[config.mk]
export PLATFORM = sky130hd
export DESIGN_NAME = dbs_result_q
export DESIGN_NICKNAME = d
export VERILOG_FILES = /design/src/rtl/core/dbs_pkg.sv /design/src/rtl/core/dbs_result_q.sv
export SDC_FILE = /design/constraint.sdc
export NUM_CORES = 1
export LEC_CHECK = 0
export ABC_AREA = 1
export BUFFER_PORTS_ARGS = -buffer_cell sky130_fd_sc_hd__buf_4
export CAP_MARGIN = 20
export CORE_MARGIN = 3
export CORE_UTILIZATION = 51
export CTS_BUF_LIST = sky130_fd_sc_hd__clkbuf_16
export CTS_CLUSTER_SIZE = 24
export DETAILED_ROUTE_END_ITERATION = 10
export PLACE_DENSITY = 0.75
export SLEW_MARGIN = 15
export SYNTH_ARGS = -nofsm -noshare
export SYNTH_HDL_FRONTEND = slang
export SYNTH_SLANG_ARGS = --single-unit
[constraint.sdc]
create_clock -name i_clk -period 3.63 [get_ports i_clk]
set_input_delay 0.9075 -clock i_clk [delete_from_list [all_inputs] [get_ports i_clk]]
set_output_delay 0.9075 -clock i_clk [all_outputs]
set_load 0.005 [all_outputs]
[src/rtl/core/dbs_pkg.sv]
// ----------------------------------------------------------------------------
// Depth bucket sorter package
// Sizes, request and status codes, and the item types shared by the
// front end, the back end and the result queue.
// ----------------------------------------------------------------------------
package dbs_pkg;

    // Pool and table sizes.
    localparam int BUCKET_BITS = 10;
    localparam int NODE_BITS   = 12;
    localparam int VERTEX_BITS = 14;
    localparam int OBJECT_BITS = 8;

    localparam int NUM_BUCKETS = 1 << BUCKET_BITS;
    localparam int NUM_NODES   = 1 << NODE_BITS;

    // Fixed field widths of the items.
    localparam int DEPTH_BITS  = 32;
    localparam int COUNT_BITS  = 8;
    localparam int STATUS_BITS = 3;
    localparam int REQ_BITS    = 2;
    localparam int BASE_BITS   = (VERTEX_BITS > OBJECT_BITS) ? VERTEX_BITS : OBJECT_BITS;
    localparam int VSUM_BITS   = ((VERTEX_BITS > COUNT_BITS) ? VERTEX_BITS : COUNT_BITS) + 1;

    // Largest finite or infinite magnitude; anything above is a NaN.
    localparam logic [DEPTH_BITS-2:0] INF_MAG = 31'h7F80_0000;

    // Empty list pointer and finished drain position.
    localparam logic [NODE_BITS:0]   NODE_NIL   = {1'b1, {NODE_BITS{1'b0}}};
    localparam logic [BUCKET_BITS:0] DRAIN_END  = {1'b1, {BUCKET_BITS{1'b0}}};

    // Request codes on the input.
    localparam logic [REQ_BITS-1:0] REQ_INSERT = 2'd0;
    localparam logic [REQ_BITS-1:0] REQ_POP    = 2'd1;
    localparam logic [REQ_BITS-1:0] REQ_CLEAR  = 2'd2;

    // Status codes on the output.
    localparam logic [STATUS_BITS-1:0] STAT_INSERTED = 3'd0;
    localparam logic [STATUS_BITS-1:0] STAT_REJECTED = 3'd1;
    localparam logic [STATUS_BITS-1:0] STAT_POPPED   = 3'd2;
    localparam logic [STATUS_BITS-1:0] STAT_EMPTY    = 3'd3;
    localparam logic [STATUS_BITS-1:0] STAT_CLEARED  = 3'd4;

    // Command codes between front and back.
    localparam logic [1:0] CMD_INSERT = 2'd0;
    localparam logic [1:0] CMD_POP    = 2'd1;
    localparam logic [1:0] CMD_CLEAR  = 2'd2;
    localparam logic [1:0] CMD_REJECT = 2'd3;

    typedef struct packed {
        logic [REQ_BITS-1:0]   req_type;
        logic [DEPTH_BITS-1:0] depth_bits;
        logic                  kind;
        logic [COUNT_BITS-1:0] vertex_count;
    } t_in_item;

    typedef struct packed {
        logic [STATUS_BITS-1:0] status;
        logic [NODE_BITS-1:0]   node_id;
        logic [BASE_BITS-1:0]   resource_base;
        logic                   is_object;
        logic [BUCKET_BITS-1:0] bucket;
    } t_out_item;

    // Classified request as the back end sees it.
    typedef struct packed {
        logic [1:0]             op;
        logic [BUCKET_BITS-1:0] bucket;
        logic                   is_obj;
        logic [COUNT_BITS-1:0]  count;
    } t_cmd;

    // What a node carries besides its link.
    typedef struct packed {
        logic [BASE_BITS-1:0]   base;
        logic                   is_obj;
        logic [BUCKET_BITS-1:0] bucket;
    } t_node_payload;

endpackage

[src/rtl/core/dbs_result_q.sv]
// ----------------------------------------------------------------------------
// Depth bucket sorter result queue
// Two-entry queue that holds finished result items until they are popped.
// ----------------------------------------------------------------------------
module dbs_result_q (
    input  logic               i_clk,
    input  logic               i_rst_n,
    input  logic               i_valid,
    input  dbs_pkg::t_out_item i_item,
    output logic               o_space,
    input  logic               pop,
    output logic               empty,
    output dbs_pkg::t_out_item o_item
);
    import dbs_pkg::*;

    t_out_item  r_q [2];
    logic       r_wr_ptr;
    logic       r_rd_ptr;
    logic [1:0] r_count;
    logic       take;

    assign empty   = (r_count == 2'd0);
    assign o_space = (r_count != 2'd2);
    assign take    = pop && !empty;
    assign o_item  = r_q[r_rd_ptr];

    // Pointers and fill level.
    always_ff @(posedge i_clk) begin
        if (!i_rst_n) begin
            r_wr_ptr <= 1'b0;
            r_rd_ptr <= 1'b0;
            r_count  <= 2'd0;
        end else begin
            if (i_valid) begin
                r_wr_ptr <= !r_wr_ptr;
            end
            if (take) begin
                r_rd_ptr <= !r_rd_ptr;
            end
            r_count <= r_count + {1'b0, i_valid} - {1'b0, take};
        end
    end

    // Storage.
    always_ff @(posedge i_clk) begin
        if (i_valid) begin
            r_q[r_wr_ptr] <= i_item;
        end
    end

endmodule

==> results.sh <==
export IMPL_status="completed"
export IMPL_antenna_found_initial=0
export IMPL_htreeDepth=3
export IMPL_top_layer="met4"
export IMPL_skew_ns=0.003798
export IMPL_timing_final_max_slew_violations=0
export IMPL_p_total_uw=2594
export IMPL_wire_per_inst_um=16.89
export IMPL_post_cts_setup_buffers=0
export IMPL_setup_tns_ns=0
export IMPL_final_setup_viol_count=0
export IMPL_crit_path_start_kind="register"
export IMPL_fmax_mhz=361.3
export IMPL_irDropWorstVdd_mv=0.4025
export IMPL_fp_dieArea_um2=7125
export IMPL_die_x_um=84.41
export IMPL_synth_most_common_cell="edfxtp_1"
export IMPL_synth_avg_cell_area_um2=19.60
export IMPL_yosysSeqAreaShare=0.7981
export IMPL_max_slew_margin=0.3558
export IMPL_hpwl_um=3669
export IMPL_antennaDiodeCount=0
export IMPL_drc_errors=0
export IMPL_r2r_end="r_q[1][19]"
export IMPL_cts_buffers=9
export IMPL_vias_per_cell=5.030
export IMPL_io_buffers=85
export IMPL_multi_input_area_um2=565.5
export IMPL_num_rows=27
export IMPL_synth_top_cell_area_share=0.7662
export IMPL_routed_wl_met2_um=3071
export IMPL_min_delay_worst_endpoint="r_wr_ptr"
export IMPL_root_buffer="clkbuf_16"
export IMPL_cts_tree="built"
export IMPL_die_h_um=84.41
export IMPL_synthArstFlopShare=0
export IMPL_crit_path_end_kind="primary output"
export IMPL_rr_startpoint="r_wr_ptr"
export IMPL_min_path_type="register to register"
export IMPL_hold_viol=0
export IMPL_ys_ff_latch=85
export IMPL_nets=300
export IMPL_crit_required_ns=2.72
export IMPL_drive_gt1_frac=0.5483
export IMPL_clock_sinks=85
export IMPL_first_pass_iters=5
export IMPL_synth_edf_count=80
export IMPL_p_leak_uw=0.001614
export IMPL_fin_crit_ns=2.768
export IMPL_clock_latency_ns=0.32
export IMPL_rsz0062_at_grt="no"
export IMPL_clk_pin_slew_ns=0.06
export IMPL_grt_pass1_vias=1794
export IMPL_hold_slack_ns=0.5383
export IMPL_drv_cap=0
export IMPL_cts_max_path_buffers=2
export IMPL_worst_slew_pin_slew_ns=0.9663
export IMPL_ys_flop_type="edfxtp_1"
export IMPL_holdPathStages=2
export IMPL_grtUsageTotal=0.1667
export IMPL_io_pins=86
export IMPL_vias=1665
export IMPL_final_core_util=0.7272
export IMPL_synth_common_cells="80 x edfxtp_1, 40 x mux2_2, 9 x nand2_1, 9 x nor2_1, 8 x inv_1"
export IMPL_p_per_area_nw_per_um2=624.8
export IMPL_ant_nets=0
export IMPL_hold_start="r_wr_ptr"
export IMPL_ys_warn_count=0
export IMPL_synth_area_um2=3136
export IMPL_r2r_setup_slack_ns=1.77
export IMPL_syn2layout_area_growth_pct=32.40
export IMPL_r2r_cells=3
export IMPL_start_util=0.5492
export IMPL_critPathArrivalTime_ns=1.86
export IMPL_syn_nets=206
export IMPL_crit_type="register to primary output"
export IMPL_gp_congestion=0.6920
export IMPL_cts_resized=0
export IMPL_met1_length_um=2128
export IMPL_synth_area_leaders="edfxtp_1 77%, mux2_2 14%, dfxtp_1 3.2%"
export IMPL_cts_hold_buf=0
export IMPL_dr_first_iter_drc_count=121
export IMPL_core_um2=5709
export IMPL_routed_wl_um=5589
export IMPL_crit_fanout=40
export IMPL_nFillCells=363
export IMPL_yosys_area_top_type="edfxtp_1"
export IMPL_grt_max_degree=41
export IMPL_synth_distinct_cells=10
export IMPL_timing_final_crit_share=0.7624
export IMPL_grt_pass1_wl_um=9004
export IMPL_syn_inst=160
export IMPL_regArea_um2=2504
export IMPL_wl_met3_um=299
export IMPL_grt_ovfl_total=0
## power by group
part | internal, uW | leakage, uW | switching [uW]
combinational | 284 | 0.000662 | 168
clock | 593 | 0.000159 | 333
sequential | 1150 | 0.000793 | 69.2
## through the flow
stage	cells	worst slack (ns)	area (um2)
after global placement	315	1.067	3842
final	331	0.8624	4151
after global routing	331	0.7503	4151
after detailed placement	315	1.037	3842
after floorplan	160	0.5614	3136
after CTS	331	0.8210	4151
## routing by layer
layer | GRT usage | vias to the layer above
met5 | 0 | -
met4 | 0.06763 | 0
met3 | 0.04514 | 8
met2 | 0.2941 | 53
met1 | 0.1927 | 813
li1 | - | 791
## layout make-up
type / instances / share of cell area
flip-flops and latches: 85 / 0.6031
repair buffers: 87 / 0.1573
multi-input cells: 63 / 0.1362
clock buffers: 9 / 0.05425
well taps: 72 / 0.02170
clock inverters: 7 / 0.02019
inverters: 8 / 0.007233
## worst max-delay path by stage
stage                 end  slack [ns]  depth (start not counted)
2_1_floorplan   r_q[0][0]        0.56                          2
5_1_grt        o_item[27]        0.75                          2
4_1_cts         o_item[4]        0.82                          2
6_report       o_item[27]        0.86                          2
3_5_place_dp    r_q[1][0]        1.04                          4
3_3_place_gp    r_q[1][7]        1.07                          4
## flip-flops by register name, summed over array words and instances, names as in the netlist, named ones only
name and count:
r_count 2, r_wr_ptr 1, r_q 80, r_rd_ptr 1
## critical path, stage by stage (launching register included)
cell	delay (ns)
dfxtp_2	0.96
mux2_2	0.43
buf_4	0.14
## cells in the final DEF (no fill, tap or decap), types with 2 or more instances in the layout
cell type	n
edfxtp_1	80
nor2_1	8
inv_1	10
dfxtp_1	4
clkbuf_16	9
bufinv_16	2
mux2_2	40
ha_1	2
buf_4	87
nand3_1	2
nand2_1	9
## cells by family (layout without fill, tap and decap cells)
group,count (synthesis),count (layout),share of synthesized area
AND/OR/NAND/NOR,20,20,0.02474
multiplexers,40,40,0.1437
buffers and inverters,12,111,0.02394
AO/OA/AOI/OAI,1,1,0.001595
flip-flops,85,85,0.7981
adder cells (fa/ha/maj),2,2,0.007980
Note: power is estimated with default switching activity, not from simulation.
