[src/rtl/core/dbs_pkg.sv]
// ----------------------------------------------------------------------------
// Depth bucket sorter package
// Sizes, request and status codes, and the item types shared by the
// front end, the back end and the result queue.
// ----------------------------------------------------------------------------
package dbs_pkg;

    // Pool and table sizes.
    localparam int BUCKET_BITS = 10;
    localparam int NODE_BITS   = 12;
    localparam int VERTEX_BITS = 14;
    localparam int OBJECT_BITS = 8;

    localparam int NUM_BUCKETS = 1 << BUCKET_BITS;
    localparam int NUM_NODES   = 1 << NODE_BITS;

    // Fixed field widths of the items.
    localparam int DEPTH_BITS  = 32;
    localparam int COUNT_BITS  = 8;
    localparam int STATUS_BITS = 3;
    localparam int REQ_BITS    = 2;
    localparam int BASE_BITS   = (VERTEX_BITS > OBJECT_BITS) ? VERTEX_BITS : OBJECT_BITS;
    localparam int VSUM_BITS   = ((VERTEX_BITS > COUNT_BITS) ? VERTEX_BITS : COUNT_BITS) + 1;

    // Largest finite or infinite magnitude; anything above is a NaN.
    localparam logic [DEPTH_BITS-2:0] INF_MAG = 31'h7F80_0000;

    // Empty list pointer and finished drain position.
    localparam logic [NODE_BITS:0]   NODE_NIL   = {1'b1, {NODE_BITS{1'b0}}};
    localparam logic [BUCKET_BITS:0] DRAIN_END  = {1'b1, {BUCKET_BITS{1'b0}}};

    // Request codes on the input.
    localparam logic [REQ_BITS-1:0] REQ_INSERT = 2'd0;
    localparam logic [REQ_BITS-1:0] REQ_POP    = 2'd1;
    localparam logic [REQ_BITS-1:0] REQ_CLEAR  = 2'd2;

    // Status codes on the output.
    localparam logic [STATUS_BITS-1:0] STAT_INSERTED = 3'd0;
    localparam logic [STATUS_BITS-1:0] STAT_REJECTED = 3'd1;
    localparam logic [STATUS_BITS-1:0] STAT_POPPED   = 3'd2;
    localparam logic [STATUS_BITS-1:0] STAT_EMPTY    = 3'd3;
    localparam logic [STATUS_BITS-1:0] STAT_CLEARED  = 3'd4;

    // Command codes between front and back.
    localparam logic [1:0] CMD_INSERT = 2'd0;
    localparam logic [1:0] CMD_POP    = 2'd1;
    localparam logic [1:0] CMD_CLEAR  = 2'd2;
    localparam logic [1:0] CMD_REJECT = 2'd3;

    typedef struct packed {
        logic [REQ_BITS-1:0]   req_type;
        logic [DEPTH_BITS-1:0] depth_bits;
        logic                  kind;
        logic [COUNT_BITS-1:0] vertex_count;
    } t_in_item;

    typedef struct packed {
        logic [STATUS_BITS-1:0] status;
        logic [NODE_BITS-1:0]   node_id;
        logic [BASE_BITS-1:0]   resource_base;
        logic                   is_object;
        logic [BUCKET_BITS-1:0] bucket;
    } t_out_item;

    // Classified request as the back end sees it.
    typedef struct packed {
        logic [1:0]             op;
        logic [BUCKET_BITS-1:0] bucket;
        logic                   is_obj;
        logic [COUNT_BITS-1:0]  count;
    } t_cmd;

    // What a node carries besides its link.
    typedef struct packed {
        logic [BASE_BITS-1:0]   base;
        logic                   is_obj;
        logic [BUCKET_BITS-1:0] bucket;
    } t_node_payload;

endpackage

[src/rtl/core/dbs_front.sv]
// ----------------------------------------------------------------------------
// Depth bucket sorter front end
// Accepts request items, works out the bucket and the input-only reject
// cases, and holds the resulting commands in a two-entry queue.
// ----------------------------------------------------------------------------
module dbs_front (
    input  logic            i_clk,
    input  logic            i_rst_n,
    input  logic            push,
    input  dbs_pkg::t_in_item i_item,
    input  logic            i_hold,
    output logic            full,
    output logic            o_cmd_valid,
    output dbs_pkg::t_cmd   o_cmd,
    input  logic            i_cmd_take
);
    import dbs_pkg::*;

    logic [DEPTH_BITS-2:0] mag;
    logic                  neg_real;
    logic                  in_reject;
    t_cmd                  cls;
    logic                  accept;

    t_cmd                  r_q [2];
    logic                  r_wr_ptr;
    logic                  r_rd_ptr;
    logic [1:0]            r_count;
    logic                  n_wr_ptr;
    logic                  n_rd_ptr;
    logic [1:0]            n_count;

    // A negative nonzero non-NaN depth counts as depth zero for objects.
    assign mag      = i_item.depth_bits[DEPTH_BITS-2:0];
    assign neg_real = i_item.depth_bits[DEPTH_BITS-1] && (mag != '0) && (mag <= INF_MAG);
    // Vertex groups with a negative depth, and negative zero or a NaN with the sign set, are refused.
    assign in_reject = neg_real ? !i_item.kind : i_item.depth_bits[DEPTH_BITS-1];

    // Classify the request.
    always_comb begin
        cls.bucket = neg_real ? '0
                   : i_item.depth_bits[DEPTH_BITS-2 -: BUCKET_BITS];
        cls.is_obj = i_item.kind;
        cls.count  = i_item.vertex_count;
        unique case (i_item.req_type)
            REQ_INSERT: cls.op = in_reject ? CMD_REJECT : CMD_INSERT;
            REQ_POP:    cls.op = CMD_POP;
            REQ_CLEAR:  cls.op = CMD_CLEAR;
            default:    cls.op = CMD_REJECT;
        endcase
    end

    assign full        = (r_count == 2'd2) || i_hold;
    assign accept      = push && !full;
    assign o_cmd_valid = (r_count != 2'd0);
    assign o_cmd       = r_q[r_rd_ptr];

    // Queue pointers and fill level.
    always_comb begin
        n_wr_ptr = accept ? !r_wr_ptr : r_wr_ptr;
        n_rd_ptr = i_cmd_take ? !r_rd_ptr : r_rd_ptr;
        n_count  = r_count + {1'b0, accept} - {1'b0, i_cmd_take};
    end

    always_ff @(posedge i_clk) begin
        if (!i_rst_n) begin
            r_wr_ptr <= 1'b0;
            r_rd_ptr <= 1'b0;
            r_count  <= 2'd0;
        end else begin
            r_wr_ptr <= n_wr_ptr;
            r_rd_ptr <= n_rd_ptr;
            r_count  <= n_count;
        end
    end

    // Queue storage.
    always_ff @(posedge i_clk) begin
        if (accept) begin
            r_q[r_wr_ptr] <= cls;
        end
    end

endmodule

[config.mk]
export PLATFORM = sky130hd
export DESIGN_NAME = dbs_front
export DESIGN_NICKNAME = d
export VERILOG_FILES = /design/src/rtl/core/dbs_pkg.sv /design/src/rtl/core/dbs_front.sv
export SDC_FILE = /design/constraint.sdc
export NUM_CORES = 1
export LEC_CHECK = 0
export BUFFER_PORTS_ARGS = -buffer_cell sky130_fd_sc_hd__buf_2
export CAP_MARGIN = 20
export CORE_ASPECT_RATIO = 0.5
export CORE_UTILIZATION = 44
export CTS_CLUSTER_DIAMETER = 100
export CTS_CLUSTER_SIZE = 25
export DETAILED_ROUTE_END_ITERATION = 16
export PLACE_DENSITY = 0.81
export SETUP_SLACK_MARGIN = 0.2
export SLEW_MARGIN = 0
export SYNTH_ARGS = -nofsm -noshare
export SYNTH_HDL_FRONTEND = slang
export SYNTH_SLANG_ARGS = --single-unit
[constraint.sdc]
create_clock -name i_clk -period 1.7 [get_ports i_clk]
set_clock_uncertainty 0.05 [all_clocks]
set_input_delay 0.17 -clock i_clk [delete_from_list [all_inputs] [get_ports i_clk]]
set_output_delay 0.17 -clock i_clk [all_outputs]
set_load 0.01 [all_outputs]
==> impl_results.md <==
* Longest Clk Path Bufs at 2
* Synth Cell Area at 0.00198 mm2
* Crit. End Element: output port
* Fin. max-slew vios at 0
* Arrival @ worst endpoint at 1.34 ns
* Vias in the first global route at 1309
* Syn Nets at 172
* Initial core utilization at 48.2%
* Gr usage total at 16.2%
* Initial antenna violation count at 0
* Power per Cell Area at 913 mW/mm2
* Min-Delay Path Class: primary input to register
* Register bit total from synthesis at 47
* First-pass GRT wire length at 5.86 mm
* Worst hold slack at 0.00301 ns
* Filler Cells Inserted at 272
* Drt total wl at 4.81 mm
* Grt ovf at 0
* Crit Path Max Fanout at 5
* Area grow syn2layout at 48.4%
* Setup Viol. Count Final at 0
* Die Height at 49.4 um
* # diodes at 0
* Num rows at 16
* IO buf count at 70
* Slew Limit Headroom at 67.4%
* Final net count at 261
* Via-to-Cell Ratio at 5.33
* TritonCTS clock tree: done
* Ys Warns at 0
* CTS H-Tree Depth at 2
* Die X at 96.8 um
* Unrepaired setup endpoints after global routing: yes
* Worst skew pair latency at 0.30 ns
* CTS Buf Count at 5
* # IOs at 71
* DPL Wire Length at 2.65 mm
* Peak supply drop at 0.000438 V
* Distinct cells, synth at 26
* Status: finished clean
* Delay-heaviest family, CP: flip-flops
* Seq/Total Area, Yosys at 68.8%
* DRC violations left at 0
* Detail Route Antenna Nets at 0
* Maxcap violations at 0
* Post-route clock period utilization at 91.8%
* Crit-path cells: clkbuf_16, mux2_4, buf_6
* Fmax at 0.641 GHz
* Clock root buffer: clkbuf_8
* CP Launch Type: register
* WL per Instance at 18.1 um
* Slowest stage cell on the critical path: dfxtp_4
* Drt pass-1 iters at 4
* CP Data Required Time at 1.48 ns
* Clk sinks at 47
* Share of cells above drive strength 1 at 57.1%
* Largest net degree at the start of global routing at 22
* Placer Congestion at 0.697
* Pleak at 1.20 nW
* Crit-path max cell delay at 0.43 ns
* Cells after Synth at 122
* Reg clk slew, reported paths at 0.09 ns
* Fin area at 0.00294 mm2
* Placed inst area at 0.00244 mm2
* Worst slew pin tran at 0.487 ns
* Final Hold Viols at 0
* Detailed Route Iter0 Violations at 112
* Syn avg cell area at 16.2 um2
* Critical path class: register to output port
* Crit path buffers/inverters at 2
* Tmin final at 1.56 ns
* Core Region at 0.00410 mm2
* DR vias at 1418
* Area of the die at 0.00478 mm2
worst reg2reg max path, stage by stage (launching register included):
cell and delay (ns):
dfxtp_2 0.34, inv_2 0.05, a211oi_4 0.28, and2b_4 0.29
clkbuf_16 0.18
layer usage:
layer	GRT usage (%)	vias to the layer above	share of wire (%)
met5	0	-	0
met4	9.20	0	2.6
met3	6.02	13	5.8
met2	27.2	60	51
met1	17.9	695	41
li1	-	650	-
synthesized netlist by cell type:
master | n | share of area, %
nor3_1 | 1 | 0.25
nor2b_1 | 1 | 0.32
buf_2 | 2 | 0.51
a41oi_1 | 2 | 0.89
nand2_1 | 1 | 0.19
a311o_2 | 1 | 0.57
a211oi_1 | 1 | 0.38
a21oi_1 | 3 | 0.76
inv_1 | 6 | 1.1
and2b_1 | 1 | 0.38
and2_1 | 5 | 1.6
xnor2_1 | 2 | 0.89
mux2_2 | 21 | 12
and4_1 | 1 | 0.44
or2_2 | 1 | 0.32
buf_6 | 1 | 0.57
ha_1 | 2 | 1.3
nor4_1 | 7 | 2.2
and4_4 | 1 | 0.57
edfxtp_1 | 42 | 64
a21boi_2 | 2 | 1.1
nand4_1 | 2 | 0.63
a21boi_1 | 9 | 3.4
xor2_1 | 1 | 0.44
dfxtp_1 | 5 | 5.1
o21a_1 | 1 | 0.38
cell usage in the layout (no fill, tap or decap), types with 2 or more instances in the layout:
master	instances
clkbuf_16	4
xnor2_1	2
edfxtp_1	42
buf_12	3
inv_1	5
and2_1	4
buf_2	49
buf_6	23
a41oi_1	2
dfxtp_1	3
nand4_1	2
a21boi_2	2
ha_1	2
nor4_1	6
a21oi_1	3
a21boi_1	9
clkbuf_8	5
mux2_4	21
dlygate4sd3_1	4
buf_4	2
sequential cells by signal, indices dropped and copies added, names as in the netlist, named ones only:
register  count
r_rd_ptr      1
r_wr_ptr      1
r_count       2
r_q          42
logic make-up after synthesis:
kind of cell | count (synthesis) | synth area share (%)
AO/OA/AOI/OAI | 19 | 7.53
XOR/XNOR | 3 | 1.33
flip-flops | 47 | 68.8
buffers and inverters | 9 | 2.21
multiplexers | 21 | 12.0
adder cells (fa/ha/maj) | 2 | 1.26
AND/OR/NAND/NOR | 21 | 6.89
cell type report:
| cell class | instances | area [um2] | share of cell area (%) |
|---|---|---|---|
| repair buffers | 85 | 719 | 24.5 |
| multi-input cells | 66 | 674 | 23.0 |
| clock inverters | 2 | 12.5 | 0.426 |
| well taps | 54 | 67.6 | 2.30 |
| flip-flops and latches | 47 | 1370 | 46.5 |
| inverters | 6 | 22.5 | 0.767 |
| clock buffers | 6 | 72.6 | 2.47 |
stage by stage:
| stage | instances | setup WS (ns) | total power, mW | utilization, % | TNS [ns] |
|---|---|---|---|---|---|
| floorplan | 122 | 0.156 | 1.61 | - | 0 |
| global placement | 247 | -0.0122 | 1.79 | 59.6 | -0.0481 |
| detailed placement | 247 | -0.0767 | 1.81 | 59.6 | -0.708 |
| CTS | 259 | 0.135 | 2.47 | 62.7 | 0 |
| global route | 266 | 0.115 | 2.78 | 71.5 | 0 |
| finish | 266 | 0.140 | 2.68 | 71.5 | 0 |
worst paths after layout:
check                  start  slack (ns)        end  cells after the start
setup / recovery    register        0.14  o_cmd[19]                      3
hold reg to reg     r_rd_ptr        0.53   register                      2
hold / removal     i_item[1]       0.003  r_q[0][1]                      1
setup reg to reg  r_count[0]        0.24  r_q[0][7]                      4
power breakdown:
part	switching [mW]	internal (mW)	leakage [nW]
Clock	0.386	0.288	0.0412
Sequential	0.0411	1.34	0.430
Combinational	0.248	0.375	0.726
Total	0.675	2.01	1.20
timing repair:
action	in CTS	in global routing
setup buffers	0	1
endpoints found under the hold margin	7	0
endpoints found under the setup margin	64	68
gates cloned	0	6
hold buffers	4	0
pin swaps	1	1
resized for setup	1	49
No activity file was read; power rests on OpenSTA's default activity.
